--- config.mk ---
export PLATFORM = sky130hd
export DESIGN_NAME = battery_coulomb_counter_soc_unit
export DESIGN_NICKNAME = d
export VERILOG_FILES = /design/src/rtl/core/bccsoc_pkg.sv /design/src/rtl/core/battery_coulomb_counter_soc_unit.sv /design/src/rtl/core/bccsoc_div.sv
export SDC_FILE = /design/constraint.sdc
export NUM_CORES = 2
export LEC_CHECK = 0
export BUFFER_PORTS_ARGS = -buffer_cell sky130_fd_sc_hd__clkbuf_2
export CORE_ASPECT_RATIO = 1.1
export CORE_MARGIN = 4
export CORE_UTILIZATION = 62
export CTS_CLUSTER_SIZE = 12
export DETAILED_ROUTE_END_ITERATION = 6
export PLACE_DENSITY = 0.77
export REMOVE_ABC_BUFFERS = 1
export SYNTH_ARGS = -nofsm -noshare
export SYNTH_HDL_FRONTEND = slang
export SYNTH_HIERARCHICAL = 1
export SYNTH_SLANG_ARGS = --single-unit
export TNS_END_PERCENT = 1
--- constraint.sdc ---
create_clock -name clk -period 11.5 [get_ports clk]
set_clock_uncertainty 0.15 [all_clocks]
set_input_delay 2.3 -clock clk [delete_from_list [all_inputs] [get_ports clk]]
set_output_delay 2.3 -clock clk [all_outputs]
set_load 0.02 [all_outputs]
--- src/rtl/core/bccsoc_pkg.sv ---
// Shared types and constants of the coulomb-counting fuel gauge.
// Holds field widths, the voltage/percent table, register indexes and the
// request/response structs of the shared divider. Depends on nothing.
`default_nettype none

package bccsoc_pkg;

  localparam int CAP_W    = 16;
  localparam int DEAD_W   = 8;
  localparam int MV_W     = 15;
  localparam int IBAT_W   = 14;
  localparam int SOC_W    = 10;
  localparam int CHARGE_W = 28;

  // Each update stands for this many seconds of current flow.
  localparam int SECONDS_PER_UPDATE = 1;
  // Room for the current scaled by up to 60 seconds.
  localparam int STEP_W = IBAT_W + 7;

  localparam int FULL_VBUS_MV = 4500;
  localparam int FULL_VBAT_MV = 4150;
  localparam int MAS_PER_MAH  = 3600;
  localparam int SOC_SCALE    = 1000;

  // Shared multiplier and divider widths.
  localparam int MUL_A_W = CHARGE_W;
  localparam int MUL_B_W = 15;
  localparam int PROD_W  = 38;
  localparam int DIVD_W  = PROD_W;
  localparam int DIVS_W  = CHARGE_W;
  localparam int DCNT_W  = $clog2(DIVD_W + 1);

  // Voltage/percent table, descending voltage.
  localparam int TBL_N = 10;
  localparam logic [MV_W-1:0] TBL_MV [TBL_N] = '{
    15'd4200, 15'd4100, 15'd4000, 15'd3900, 15'd3800,
    15'd3700, 15'd3600, 15'd3500, 15'd3300, 15'd3000
  };
  localparam logic [6:0] TBL_PCT [TBL_N] = '{
    7'd100, 7'd90, 7'd80, 7'd70, 7'd60, 7'd40, 7'd20, 7'd10, 7'd5, 7'd0
  };

  // Configuration register indexes.
  localparam logic [0:0] REG_CAPACITY = 1'd0;
  localparam logic [0:0] REG_DEADBAND = 1'd1;

  // Request kinds.
  localparam logic REQ_INIT   = 1'b0;
  localparam logic REQ_UPDATE = 1'b1;

  typedef struct packed {
    logic              start;
    logic [DIVD_W-1:0] dividend;
    logic [DIVS_W-1:0] divisor;
  } div_cmd_t;

  typedef struct packed {
    logic              busy;
    logic              done;
    logic [DIVD_W-1:0] quotient;
  } div_rsp_t;

endpackage

`default_nettype wire

--- src/rtl/core/battery_coulomb_counter_soc_unit.sv ---
// Top level of the coulomb-counting battery fuel gauge: stream ports,
// configuration registers, sequencer, shared multiplier and the divider.
// Depends on bccsoc_pkg and bccsoc_div.
//
// Usage: each request on the slave stream is either an init (tuser = 0),
// which seeds the stored charge from the battery voltage through the table
// or from half of capacity, or a one-second update (tuser = 1), which
// filters the current and integrates it into the charge. Every request gives
// exactly one result on the master stream: state of charge in tenths of a
// percent, the charge in mA*s, the filtered current and the full flag.
// Requests are handled one at a time. A result whose percentage needs no
// division comes soonest; otherwise it waits on the 38-step shared divider,
// once for the percentage and once more for the table interpolation of an
// init from a voltage between table points. s_axis_tready is high only
// while the sequencer is idle, so a new request is accepted only after the
// previous one has left the sequencer.
// The result waits in an output register, so a new request is accepted
// while the receiver stalls; its own result then waits until that register
// is free. Reset clears the charge to 0, capacity to 210 mAh and deadband to
// 8 mA. The configuration channel is always ready and should be written only
// while no request is in flight.
`default_nettype none

module battery_coulomb_counter_soc_unit (
  input  logic        clk,
  input  logic        rst,
  // Requests.
  input  logic        s_axis_tvalid,
  output logic        s_axis_tready,
  // [0] read_ok, [15:1] vbat_mv, [30:16] vbus_mv, [44:31] ibat_ma,
  // [45] not_charging, [47:46] zero
  input  logic [47:0] s_axis_tdata,
  // [0] req_type
  input  logic        s_axis_tuser,
  // Results.
  output logic        m_axis_tvalid,
  input  logic        m_axis_tready,
  // [9:0] soc_tenths, [37:10] charge_mas, [51:38] ibat_filtered_ma,
  // [52] full_detected, [55:53] zero
  output logic [55:0] m_axis_tdata,
  // Configuration writes.
  input  logic        cfg_valid,
  output logic        cfg_ready,
  input  logic [0:0]  cfg_index,
  input  logic [15:0] cfg_data
);
  import bccsoc_pkg::*;

  typedef enum logic [3:0] {
    ST_IDLE, ST_FULL, ST_BRANCH, ST_SEEDMUL, ST_SEEDDIV, ST_SEEDWAIT,
    ST_SOCMUL, ST_SOCDIV, ST_SOCWAIT, ST_DONE
  } state_t;

  state_t state;

  // Configuration.
  logic [CAP_W-1:0]  capacity;
  logic [DEAD_W-1:0] deadband;

  // Latched request.
  logic                     req_type;
  logic                     read_ok;
  logic [MV_W-1:0]          vbat;
  logic [MV_W-1:0]          vbus;
  logic signed [IBAT_W-1:0] ibat;
  logic                     not_charging;

  // Working registers.
  logic [CHARGE_W-1:0]      charge;
  logic [CHARGE_W-1:0]      full;
  logic [PROD_W-1:0]        prod;
  logic [21:0]              cap36;
  logic [14:0]              num;
  logic [8:0]               span;
  logic                     v_high;
  logic                     v_low;
  logic [SOC_W-1:0]         soc;
  logic signed [IBAT_W-1:0] filt;
  logic                     full_flag;

  // Output register.
  logic [SOC_W-1:0]         out_soc;
  logic [CHARGE_W-1:0]      out_charge;
  logic signed [IBAT_W-1:0] out_filt;
  logic                     out_full;

  logic s_fire;
  logic m_fire;
  assign s_axis_tready = (state == ST_IDLE);
  assign s_fire        = s_axis_tvalid && s_axis_tready;
  assign m_fire        = m_axis_tvalid && m_axis_tready;
  assign cfg_ready     = 1'b1;

  // Shared multiplier, operands chosen by the sequencer step.
  logic [MUL_A_W-1:0]         mul_a;
  logic [MUL_B_W-1:0]         mul_b;
  logic [MUL_A_W+MUL_B_W-1:0] mul_p;

  always_comb begin
    unique case (state)
      ST_FULL: begin
        mul_a = MUL_A_W'(capacity);
        mul_b = MUL_B_W'(MAS_PER_MAH);
      end
      ST_SEEDMUL: begin
        mul_a = MUL_A_W'(cap36);
        mul_b = num;
      end
      default: begin
        mul_a = charge;
        mul_b = MUL_B_W'(SOC_SCALE);
      end
    endcase
  end
  assign mul_p = mul_a * mul_b;

  // Table segment holding the battery voltage. The lowest index whose lower
  // point is at or below the voltage wins.
  logic [8:0]      seg_span;
  logic [14:0]     seg_base;
  logic [6:0]      seg_dp;
  logic [MV_W-1:0] seg_v0;
  logic [8:0]      vdiff;
  logic [15:0]     vprod;
  logic [14:0]     seg_num;

  always_comb begin
    seg_span = '0;
    seg_base = '0;
    seg_dp   = '0;
    seg_v0   = '0;
    for (int i = TBL_N - 2; i >= 0; i--) begin
      if (vbat >= TBL_MV[i+1]) begin
        seg_span = 9'(TBL_MV[i] - TBL_MV[i+1]);
        seg_base = 15'(TBL_PCT[i+1] * (TBL_MV[i] - TBL_MV[i+1]));
        seg_dp   = TBL_PCT[i] - TBL_PCT[i+1];
        seg_v0   = TBL_MV[i+1];
      end
    end
  end
  assign vdiff   = 9'(vbat - seg_v0);
  assign vprod   = 16'(vdiff) * 16'(seg_dp);
  assign seg_num = seg_base + vprod[14:0];

  // Update path: deadband, full-charge check and saturating integration.
  logic signed [IBAT_W:0]   cur_ext;
  logic [IBAT_W:0]          mag;
  logic signed [IBAT_W-1:0] filt_w;
  logic signed [STEP_W-1:0] step_mas;
  logic signed [29:0]       sum;
  logic [CHARGE_W-1:0]      full_w;
  logic [CHARGE_W-1:0]      upd_charge;
  logic                     full_cond;

  assign full_w    = prod[CHARGE_W-1:0];
  assign cur_ext   = (IBAT_W+1)'(ibat);
  assign mag       = cur_ext[IBAT_W] ? (IBAT_W+1)'(-cur_ext) : cur_ext;
  assign filt_w    = (mag < (IBAT_W+1)'(deadband)) ? '0 : ibat;
  assign step_mas  = STEP_W'(filt_w) * STEP_W'(SECONDS_PER_UPDATE);
  assign sum       = $signed({2'b00, charge}) + 30'(step_mas);
  assign full_cond = (vbus > MV_W'(FULL_VBUS_MV)) && not_charging &&
                     (vbat > MV_W'(FULL_VBAT_MV));

  always_comb begin
    if (full_cond) begin
      upd_charge = full_w;
    end else if (sum < 0) begin
      upd_charge = '0;
    end else if (sum > $signed({2'b00, full_w})) begin
      upd_charge = full_w;
    end else begin
      upd_charge = sum[CHARGE_W-1:0];
    end
  end

  // Shared divider.
  div_cmd_t div_cmd;
  div_rsp_t div_rsp;

  assign div_cmd.start    = (state == ST_SEEDDIV) || (state == ST_SOCDIV);
  assign div_cmd.dividend = prod;
  assign div_cmd.divisor  = (state == ST_SEEDDIV) ? DIVS_W'(span) : full;

  bccsoc_div u_div (
    .clk (clk),
    .rst (rst),
    .cmd (div_cmd),
    .rsp (div_rsp)
  );

  always_ff @(posedge clk) begin
    if (rst) begin
      state         <= ST_IDLE;
      capacity      <= CAP_W'(210);
      deadband      <= DEAD_W'(8);
      charge        <= '0;
      m_axis_tvalid <= 1'b0;
    end else begin
      if (cfg_valid && cfg_ready) begin
        unique case (cfg_index)
          REG_CAPACITY: capacity <= cfg_data;
          REG_DEADBAND: deadband <= cfg_data[DEAD_W-1:0];
        endcase
      end

      // A new result refills the output register in the cycle it drains.
      if ((state == ST_DONE) && (!m_axis_tvalid || m_axis_tready)) begin
        m_axis_tvalid <= 1'b1;
      end else if (m_fire) begin
        m_axis_tvalid <= 1'b0;
      end

      unique case (state)
        ST_IDLE: begin
          if (s_fire) begin
            req_type     <= s_axis_tuser;
            read_ok      <= s_axis_tdata[0];
            vbat         <= s_axis_tdata[15:1];
            vbus         <= s_axis_tdata[30:16];
            ibat         <= s_axis_tdata[44:31];
            not_charging <= s_axis_tdata[45];
            state        <= ST_FULL;
          end
        end
        ST_FULL: begin
          prod   <= PROD_W'(mul_p);
          cap36  <= {1'b0, capacity, 5'b0} + {4'b0, capacity, 2'b0};
          num    <= seg_num;
          span   <= seg_span;
          v_high <= (vbat >= TBL_MV[0]);
          v_low  <= (vbat <= TBL_MV[TBL_N-1]);
          state  <= ST_BRANCH;
        end
        ST_BRANCH: begin
          full <= full_w;
          if (req_type == REQ_INIT) begin
            filt      <= '0;
            full_flag <= 1'b0;
            if (!read_ok) begin
              // Full charge is always even, so the shift is the exact half.
              charge <= {1'b0, full_w[CHARGE_W-1:1]};
              state  <= ST_SOCMUL;
            end else if (v_high) begin
              charge <= full_w;
              state  <= ST_SOCMUL;
            end else if (v_low) begin
              charge <= '0;
              state  <= ST_SOCMUL;
            end else begin
              state <= ST_SEEDMUL;
            end
          end else begin
            charge    <= upd_charge;
            filt      <= full_cond ? '0 : filt_w;
            full_flag <= full_cond;
            state     <= ST_SOCMUL;
          end
        end
        ST_SEEDMUL: begin
          prod  <= PROD_W'(mul_p);
          state <= ST_SEEDDIV;
        end
        ST_SEEDDIV: begin
          state <= ST_SEEDWAIT;
        end
        ST_SEEDWAIT: begin
          if (div_rsp.done) begin
            charge <= div_rsp.quotient[CHARGE_W-1:0];
            state  <= ST_SOCMUL;
          end
        end
        ST_SOCMUL: begin
          // A charge at or above full capacity reads as 100 percent.
          if (full == '0) begin
            soc   <= '0;
            state <= ST_DONE;
          end else if (charge >= full) begin
            soc   <= SOC_W'(SOC_SCALE);
            state <= ST_DONE;
          end else begin
            prod  <= PROD_W'(mul_p);
            state <= ST_SOCDIV;
          end
        end
        ST_SOCDIV: begin
          state <= ST_SOCWAIT;
        end
        ST_SOCWAIT: begin
          if (div_rsp.done) begin
            soc   <= div_rsp.quotient[SOC_W-1:0];
            state <= ST_DONE;
          end
        end
        ST_DONE: begin
          if (!m_axis_tvalid || m_axis_tready) begin
            out_soc       <= soc;
            out_charge    <= charge;
            out_filt      <= filt;
            out_full      <= full_flag;
            state         <= ST_IDLE;
          end
        end
        default: state <= ST_IDLE;
      endcase
    end
  end

  assign m_axis_tdata = {3'b000, out_full, out_filt, out_charge, out_soc};

  // The divider is never left running while a new request can come in.
  a_idle_div: assert property (@(posedge clk) disable iff (rst)
    s_axis_tready |-> !div_rsp.busy)
    else $error("divider busy while ready for a request");

  // A result never reports more than 100 percent.
  a_soc_range: assert property (@(posedge clk) disable iff (rst)
    m_axis_tvalid |-> (m_axis_tdata[9:0] <= 10'd1000))
    else $error("soc_tenths above 1000");

  // A forced full charge always reports zero filtered current.
  a_full_filt: assert property (@(posedge clk) disable iff (rst)
    (m_axis_tvalid && m_axis_tdata[52]) |-> (m_axis_tdata[51:38] == '0))
    else $error("full flag with nonzero filtered current");

  // A divide result lands only in a state that is waiting for it.
  a_div_done: assert property (@(posedge clk) disable iff (rst)
    div_rsp.done |-> ((state == ST_SEEDWAIT) || (state == ST_SOCWAIT)))
    else $error("divider finished outside a wait step");

endmodule

`default_nettype wire

--- src/rtl/core/bccsoc_div.sv ---
// Restoring divider, one quotient bit per cycle, shared by the gauge.
// Depends on bccsoc_pkg for widths and the request/response structs.
`default_nettype none

module bccsoc_div (
  input  logic                 clk,
  input  logic                 rst,
  input  bccsoc_pkg::div_cmd_t cmd,
  output bccsoc_pkg::div_rsp_t rsp
);
  import bccsoc_pkg::*;

  logic [DIVS_W-1:0] rem;
  logic [DIVS_W-1:0] divisor;
  logic [DIVD_W-1:0] dq;
  logic [DCNT_W-1:0] cnt;
  logic              busy;
  logic              done;

  logic [DIVS_W:0]   shifted;
  logic [DIVS_W+1:0] diff;
  logic              borrow;

  assign shifted = {rem, dq[DIVD_W-1]};
  assign diff    = {1'b0, shifted} - {2'b00, divisor};
  assign borrow  = diff[DIVS_W+1];

  always_ff @(posedge clk) begin
    if (rst) begin
      busy <= 1'b0;
      cnt  <= '0;
    end else if (cmd.start) begin
      dq      <= cmd.dividend;
      divisor <= cmd.divisor;
      rem     <= '0;
      cnt     <= DCNT_W'(DIVD_W);
      busy    <= 1'b1;
    end else if (busy) begin
      rem  <= borrow ? shifted[DIVS_W-1:0] : diff[DIVS_W-1:0];
      dq   <= {dq[DIVD_W-2:0], ~borrow};
      cnt  <= cnt - 1'b1;
      if (cnt == DCNT_W'(1)) begin
        busy <= 1'b0;
      end
    end
  end

  // The done pulse follows the last quotient step.
  always_ff @(posedge clk) begin
    done <= !rst && !cmd.start && busy && (cnt == DCNT_W'(1));
  end

  assign rsp.busy     = busy;
  assign rsp.done     = done;
  assign rsp.quotient = dq;

endmodule

`default_nettype wire
# == Word-level counts from Yosys, hierarchy flattened ==
# Index checks and enable logic that the tools add are counted.
# totals
output_inout_bits,59
ff_bits,398
wordCells,190
# op_classes
muxes,71
n_bitwise,4
mul,2
eq_ne,18
n_lt_le_gt_ge,17
addsub,7
n_reduce_logical,37
# op_table
cell,n
2-to-1 mux 28 bit,10
2-to-1 mux 38 bit,4
"greater-or-equal comparator 15 x 12 -> 1 bit, second input constant",8
2-to-1 mux 15 bit,8
one-hot mux 28 bit (2 select lines),2
2-to-1 mux 9 bit,11
one-hot mux 38 bit (2 select lines),1
2-to-1 mux 7 bit,8
2-to-1 mux 10 bit,4
one-hot mux 4 bit (10 select lines),1
multiplier 28 x 15 -> 38 bit,1
adder 29 x 14 -> 30 bit,1
"greater-or-equal comparator 15 x 13 -> 1 bit, second input constant",2
"greater-than comparator 15 x 13 -> 1 bit, second input constant",2
greater-than comparator 30 x 29 -> 1 bit,1
"< comparator 30 x 1 -> 1 bit, second input constant",1
one-hot mux 15 bit (2 select lines),1
subtractor 29 x 28 -> 30 bit,1
greater-or-equal comparator 28 bit,1
zero test 28 bit,1
2-to-1 mux 4 bit,7
adder 21 x 18 -> 22 bit,1
one-hot mux 10 bit (2 select lines),1
"equality test 4 x 3 -> 1 bit, second input constant",4
other kinds (32),74

# == Longest topological paths before layout ==
# logic_depth
ltp_word,13
mapped_depth,37
mapped_depth_nobuf,35

# == Hierarchy ==
# Netlist, hierarchy kept.
# modules_own_cells
mod,seq_area_each_um2,area_per_inst_um2,cells_per_inst,n_inst
battery_coulomb_counter_soc_unit,8137.8,29087.9,3028,1
bccsoc_div,2982.9,5715.5,472,1

# == Least setup slack after synthesis ==
# No wires, ideal clock.
# synth_timing
path_type,flip-flop to flip-flop
from,register state[3]
to,register prod[37] (data pin)
synth_period_minus_slack_ps,7572
t_arrival_ps,7163
path_stages_with_launch,27
required_time_ps,11090
setup_slack_ps,3928
setup_time_ps,260
path_cell_list,dfxtp_1 -> clkbuf_1 -> nor3b_1 -> clkbuf_1 -> nor2_1 -> a21oi_1 -> nand2_1 -> fa_1 -> inv_1 -> fa_1 -> fa_1 -> inv_1 -> fa_1 -> inv_1 -> fa_1 -> fa_1 -> ha_1 -> a21o_1 -> a21oi_1 -> nand2_1 -> a311oi_1 -> nor2_1 -> a221o_1 -> a211o_1 -> a31o_2 -> a21oi_1 -> xnor2_1
# synth_between
elab_chain_cells,6
elab_cells_between_ends,10
cone_classes,mul: 1; eq/ne: 3; mux: 5; reduce/logical: 1
# synth_lines
element,line_no,rtl
from (decl),battery_coulomb_counter_soc_unit.sv:54,state_t state;
from (signal assigned),battery_coulomb_counter_soc_unit.sv:193,state <= ST_IDLE;
from (signal assigned),battery_coulomb_counter_soc_unit.sv:222,state <= ST_FULL;
from (signal assigned),battery_coulomb_counter_soc_unit.sv:232,state <= ST_BRANCH;
equality test 4 x 2 -> 1 bit / equality test 4 x 1 -> 1 bit (equally long branches),battery_coulomb_counter_soc_unit.sv:100,unique case (state)
one-hot mux 28 bit (2 select lines) / one-hot mux 15 bit (2 select lines) (equally long branches),battery_coulomb_counter_soc_unit.sv:100,
multiplier 28 x 15 -> 38 bit (*),battery_coulomb_counter_soc_unit.sv:115,assign mul_p = mul_a * mul_b;
named net mul_p[37],battery_coulomb_counter_soc_unit.sv:97,logic [MUL_A_W+MUL_B_W-1:0] mul_p;
2-to-1 mux 38 bit,battery_coulomb_counter_soc_unit.sv:277,end else if (charge >= full) begin
2-to-1 mux 38 bit,battery_coulomb_counter_soc_unit.sv:274,if (full == '0) begin
one-hot mux 38 bit (2 select lines) (*),battery_coulomb_counter_soc_unit.sv:213,unique case (state)
to (signal assigned),battery_coulomb_counter_soc_unit.sv:226,prod <= PROD_W'(mul_p);
to (signal assigned),battery_coulomb_counter_soc_unit.sv:260,prod <= PROD_W'(mul_p);
to (signal assigned),battery_coulomb_counter_soc_unit.sv:281,prod <= PROD_W'(mul_p);
to (decl),battery_coulomb_counter_soc_unit.sv:71,logic [PROD_W-1:0] prod;
# The timed path passes the listed nets; every way through them passes the cells marked *. The select of a mux whose other input is x is not followed.
# A chain may end at the register's enable or synchronous reset.

# == Worst setup path in the final report ==
# layout_timing
from,register ibat[0]
to,register charge[4]
# layout_between
elab_chain_cells,11
elab_cells_between_ends,12
cone_classes,add/sub: 2; order compare: 3; mux: 7
# layout_lines
element,line_no,rtl
from (decl),battery_coulomb_counter_soc_unit.sv:65,logic signed [IBAT_W-1:0] ibat;
from (signal assigned),battery_coulomb_counter_soc_unit.sv:220,ibat <= s_axis_tdata[44:31];
negation 14 -> 15 bit,battery_coulomb_counter_soc_unit.sv:157,assign mag = cur_ext[IBAT_W] ? (IBAT_W+1)'(-cur_ext) : cur_ext;
2-to-1 mux 15 bit (*),battery_coulomb_counter_soc_unit.sv:157,
< comparator 15 x 8 -> 1 bit (*),battery_coulomb_counter_soc_unit.sv:158,assign filt_w = (mag < (IBAT_W+1)'(deadband)) ? '0 : ibat;
2-to-1 mux 14 bit (*),battery_coulomb_counter_soc_unit.sv:158,
named net filt_w[6],battery_coulomb_counter_soc_unit.sv:148,logic signed [IBAT_W-1:0] filt_w;
adder 29 x 14 -> 30 bit (*),battery_coulomb_counter_soc_unit.sv:160,"assign sum = $signed({2'b00, charge}) + 30'(step_mas);"
greater-than comparator 30 x 29 -> 1 bit,battery_coulomb_counter_soc_unit.sv:169,"end else if (sum > $signed({2'b00, full_w})) begin"
2-to-1 mux 28 bit,battery_coulomb_counter_soc_unit.sv:169,
2-to-1 mux 28 bit (*),battery_coulomb_counter_soc_unit.sv:167,end else if (sum < 0) begin
2-to-1 mux 28 bit (*),battery_coulomb_counter_soc_unit.sv:165,if (full_cond) begin
2-to-1 mux 28 bit (*),battery_coulomb_counter_soc_unit.sv:236,if (req_type == REQ_INIT) begin
one-hot mux 28 bit (2 select lines) (*),battery_coulomb_counter_soc_unit.sv:213,
to (signal assigned),battery_coulomb_counter_soc_unit.sv:241,"charge <= {1'b0, full_w[CHARGE_W-1:1]};"
to (signal assigned),battery_coulomb_counter_soc_unit.sv:244,charge <= full_w;
to (signal assigned),battery_coulomb_counter_soc_unit.sv:253,charge <= upd_charge;
to (decl),battery_coulomb_counter_soc_unit.sv:69,logic [CHARGE_W-1:0] charge;
# The timed path passes the listed nets; every way through them passes the cells marked *.

==> run_summary.xml <==
<?xml version="1.0" encoding="UTF-8"?>
<metrics>
  <group name="drt">
    <metric name="drt_first_iter_violations" unit="">2309</metric>
    <metric name="route.final.wire_length" unit="mm">94.3</metric>
    <metric name="final_antenna_net_count" unit="">0</metric>
    <metric name="drt-pass1-iter-count" unit="">6</metric>
    <metric name="detail_route.drc_violations" unit="">0</metric>
    <metric name="drt-vias-per-instance" unit="">6.06</metric>
    <metric name="route.detailed.wl_per_inst" unit="um">21.4</metric>
    <metric name="num_vias" unit="">26700</metric>
  </group>
  <group name="sta">
    <metric name="rsz0062_at_grt" unit="">no</metric>
    <metric name="max_freq" unit="GHz">0.106</metric>
    <metric name="timing.slew.headroom" unit="">0.190</metric>
    <metric name="worst-slew-pin-transition" unit="ns">1.21</metric>
    <metric name="final_hold_viol_count" unit="">0</metric>
    <metric name="period_minus_slack" unit="ns">9.46</metric>
    <metric name="setup_tns" unit="ns">0</metric>
    <metric name="final-max-slew-violation-count" unit="">0</metric>
    <metric name="final.period_utilization" unit="">0.823</metric>
    <metric name="setup_viol" unit="">0</metric>
  </group>
  <group name="die">
    <metric name="ioPinCount" unit="">130</metric>
    <metric name="die_h" unit="um">256</metric>
    <metric name="fp.dieArea" unit="um^2">60000</metric>
    <metric name="floorplan.rows" unit="">90</metric>
    <metric name="die_w" unit="um">234</metric>
    <metric name="initial_utilization" unit="">0.631</metric>
    <metric name="core_region" unit="um^2">55200</metric>
  </group>
  <group name="placed_design">
    <metric name="place_congestion" unit="">0.990</metric>
    <metric name="placement.io_buffers" unit="">123</metric>
    <metric name="post-dp-hpwl" unit="mm">73.3</metric>
  </group>
  <group name="critical_path">
    <metric name="path_delay_family" unit="">simple AND/OR/NAND/NOR gates</metric>
    <metric name="arrival_time_of_data_at_the_critical_path_endpoint" unit="ns">9.79</metric>
    <metric name="timing.critical_path.to" unit="">charge[4]$_SDFFE_PP0P_</metric>
    <metric name="timing.reg2reg.worst_path_depth" unit="">31</metric>
    <metric name="sort_of_element_at_the_start_of_the_critical_path" unit="">flip-flop</metric>
    <metric name="type_of_the_worst_setup_path" unit="">reg -&gt; reg</metric>
    <metric name="critPathRequiredTime" unit="ns">11.83</metric>
    <metric name="crit-reg2reg-launch" unit="">ibat[0]$_DFFE_PP_</metric>
    <metric name="path_buf_inv" unit="">1</metric>
    <metric name="kind_of_end_point_of_the_critical_path" unit="">flip-flop</metric>
    <metric name="r2r_end" unit="">charge[4]$_SDFFE_PP0P_</metric>
    <metric name="worstSetupPathDepth" unit="">31</metric>
    <metric name="path_max_fanout" unit="">26</metric>
    <metric name="timing.critical_path.slowest_stage_cell" unit="">sky130_fd_sc_hd__and3b_1</metric>
    <metric name="worstSetupStartpoint" unit="">ibat[0]$_DFFE_PP_</metric>
    <metric name="setup.reg_to_reg.worst_slack" unit="ns">2.04</metric>
    <metric name="crit_path_max_incr_delay" unit="ns">0.99</metric>
  </group>
  <group name="clock_tree">
    <metric name="post_cts_gate_resize_count" unit="">0</metric>
    <metric name="holdBufCountCts" unit="">0</metric>
    <metric name="tritoncts_num_sinks" unit="">392</metric>
    <metric name="cts-htree-levels" unit="">2</metric>
    <metric name="clk_path_buf_depth" unit="">3</metric>
    <metric name="cts_root_buf" unit="">sky130_fd_sc_hd__clkbuf_16</metric>
    <metric name="clkTransAtPathRegs" unit="ns">0.06</metric>
    <metric name="cts_buf_count" unit="">45</metric>
    <metric name="tritoncts_clock_tree" unit="">yes</metric>
    <metric name="postCtsSetupRepairBufs" unit="">0</metric>
    <metric name="clk_latency" unit="ns">0.59</metric>
  </group>
  <group name="layout">
    <metric name="layout.cells.most_common_list" unit="">sky130_fd_sc_hd__inv_1 (470), sky130_fd_sc_hd__fa_1 (363), sky130_fd_sc_hd__nand2_1 (350)</metric>
    <metric name="flow.area_growth_from_synthesis" unit="%">8.73</metric>
    <metric name="layout.nets" unit="">4322</metric>
    <metric name="fraction_of_final_layout_cells_with_drive_strength_greater_than_1" unit="">0.0910</metric>
    <metric name="final_common_cell" unit="">sky130_fd_sc_hd__inv_1</metric>
    <metric name="antenna_cells" unit="">0</metric>
  </group>
  <group name="grt">
    <metric name="number_of_global_route_vias_before_repair" unit="">27300</metric>
    <metric name="grt_overflow_total" unit="">0</metric>
    <metric name="grt_start_max_net_pins" unit="">70</metric>
    <metric name="grt_use_total" unit="">0.321</metric>
    <metric name="grt_antenna_before_repair" unit="">2</metric>
    <metric name="grt_first_pass_wirelength" unit="mm">150</metric>
  </group>
  <group name="status">
    <metric name="run_status" unit="">completed</metric>
  </group>
  <group name="job">
    <metric name="drv.max_cap_violation_count" unit="">0</metric>
  </group>
  <group name="synth">
    <metric name="syn_area_per_cell" unit="um^2">9.94</metric>
    <metric name="synthesized_instance_count" unit="">3499</metric>
    <metric name="yosys_warnings" unit="">6</metric>
    <metric name="summed_instance_area_of_the_synthesized_netlist" unit="um^2">34800</metric>
  </group>
  <group name="hold_path">
    <metric name="worst_hold_path_type" unit="">reg -&gt; reg</metric>
  </group>
</metrics>
flip-flops by register name, indices dropped and copies added, names as in the netlist, 10 cells and up:
name / flops
filt: 14
num: 15
out_charge: 28
charge: 28
vbus: 15
full: 28
cap36: 20
capacity: 16
vbat: 15
out_soc: 10
u_div/rem: 28
out_filt: 14
soc: 10
u_div/divisor: 28
ibat: 14
u_div/dq: 38
prod: 38
area by class of cell:
class / count / area, um^2
multi-input combinational: 2563 / 21600
fill: 4274 / 17300
sequential: 392 / 11100
inverter: 471 / 1770
clock buffer: 63 / 1230
tap: 736 / 921
timing repair buffer: 161 / 913
clock inverter: 20 / 268
metal layers:
metal,part of all wire,vias up,track usage
li1,-,12100,-
met1,0.39,13000,0.414
met2,0.47,1196,0.514
met3,0.079,327,0.0565
met4,0.067,2,0.176
met5,0.00021,-,0
worst min-delay path by stage:
stage / endpoint / slack (ns) / from / cells past startpoint
CTS: out_filt[7]$_DFFE_PP_ / 0.27 / filt[7]$_SDFFCE_PP0P_ / 0
global route: out_filt[7]$_DFFE_PP_ / 0.27 / filt[7]$_SDFFCE_PP0P_ / 0
finish: out_filt[7]$_DFFE_PP_ / 0.27 / filt[7]$_SDFFCE_PP0P_ / 0
floorplan: out_filt[0]$_DFFE_PP_ / 0.25 / filt[0]$_SDFFCE_PP0P_ / 0
detailed placement: out_soc[3]$_DFFE_PP_ / 0.26 / soc[3]$_DFFE_PP_ / 0
global placement: out_soc[2]$_DFFE_PP_ / 0.25 / soc[2]$_SDFFCE_PN0P_ / 0
metrics by stage:
stage | setup slack [ns] | util | instance area, um^2 | hold slack, ns | cells
final | 2.04 | 0.686 | 37800 | 0.265 | 4406
after detailed placement | 2.24 | 0.658 | 36300 | 0.256 | 4323
after global routing | 1.23 | 0.686 | 37800 | 0.270 | 4406
after floorplan | 0.302 | - | 34400 | 0.250 | 3426
after global placement | 2.28 | 0.658 | 36300 | 0.250 | 4323
after CTS | 2.17 | 0.686 | 37800 | 0.268 | 4406
Power is not shown: default switching activity piles up to over one toggle a cycle in this logic, so the estimate is an artifact.
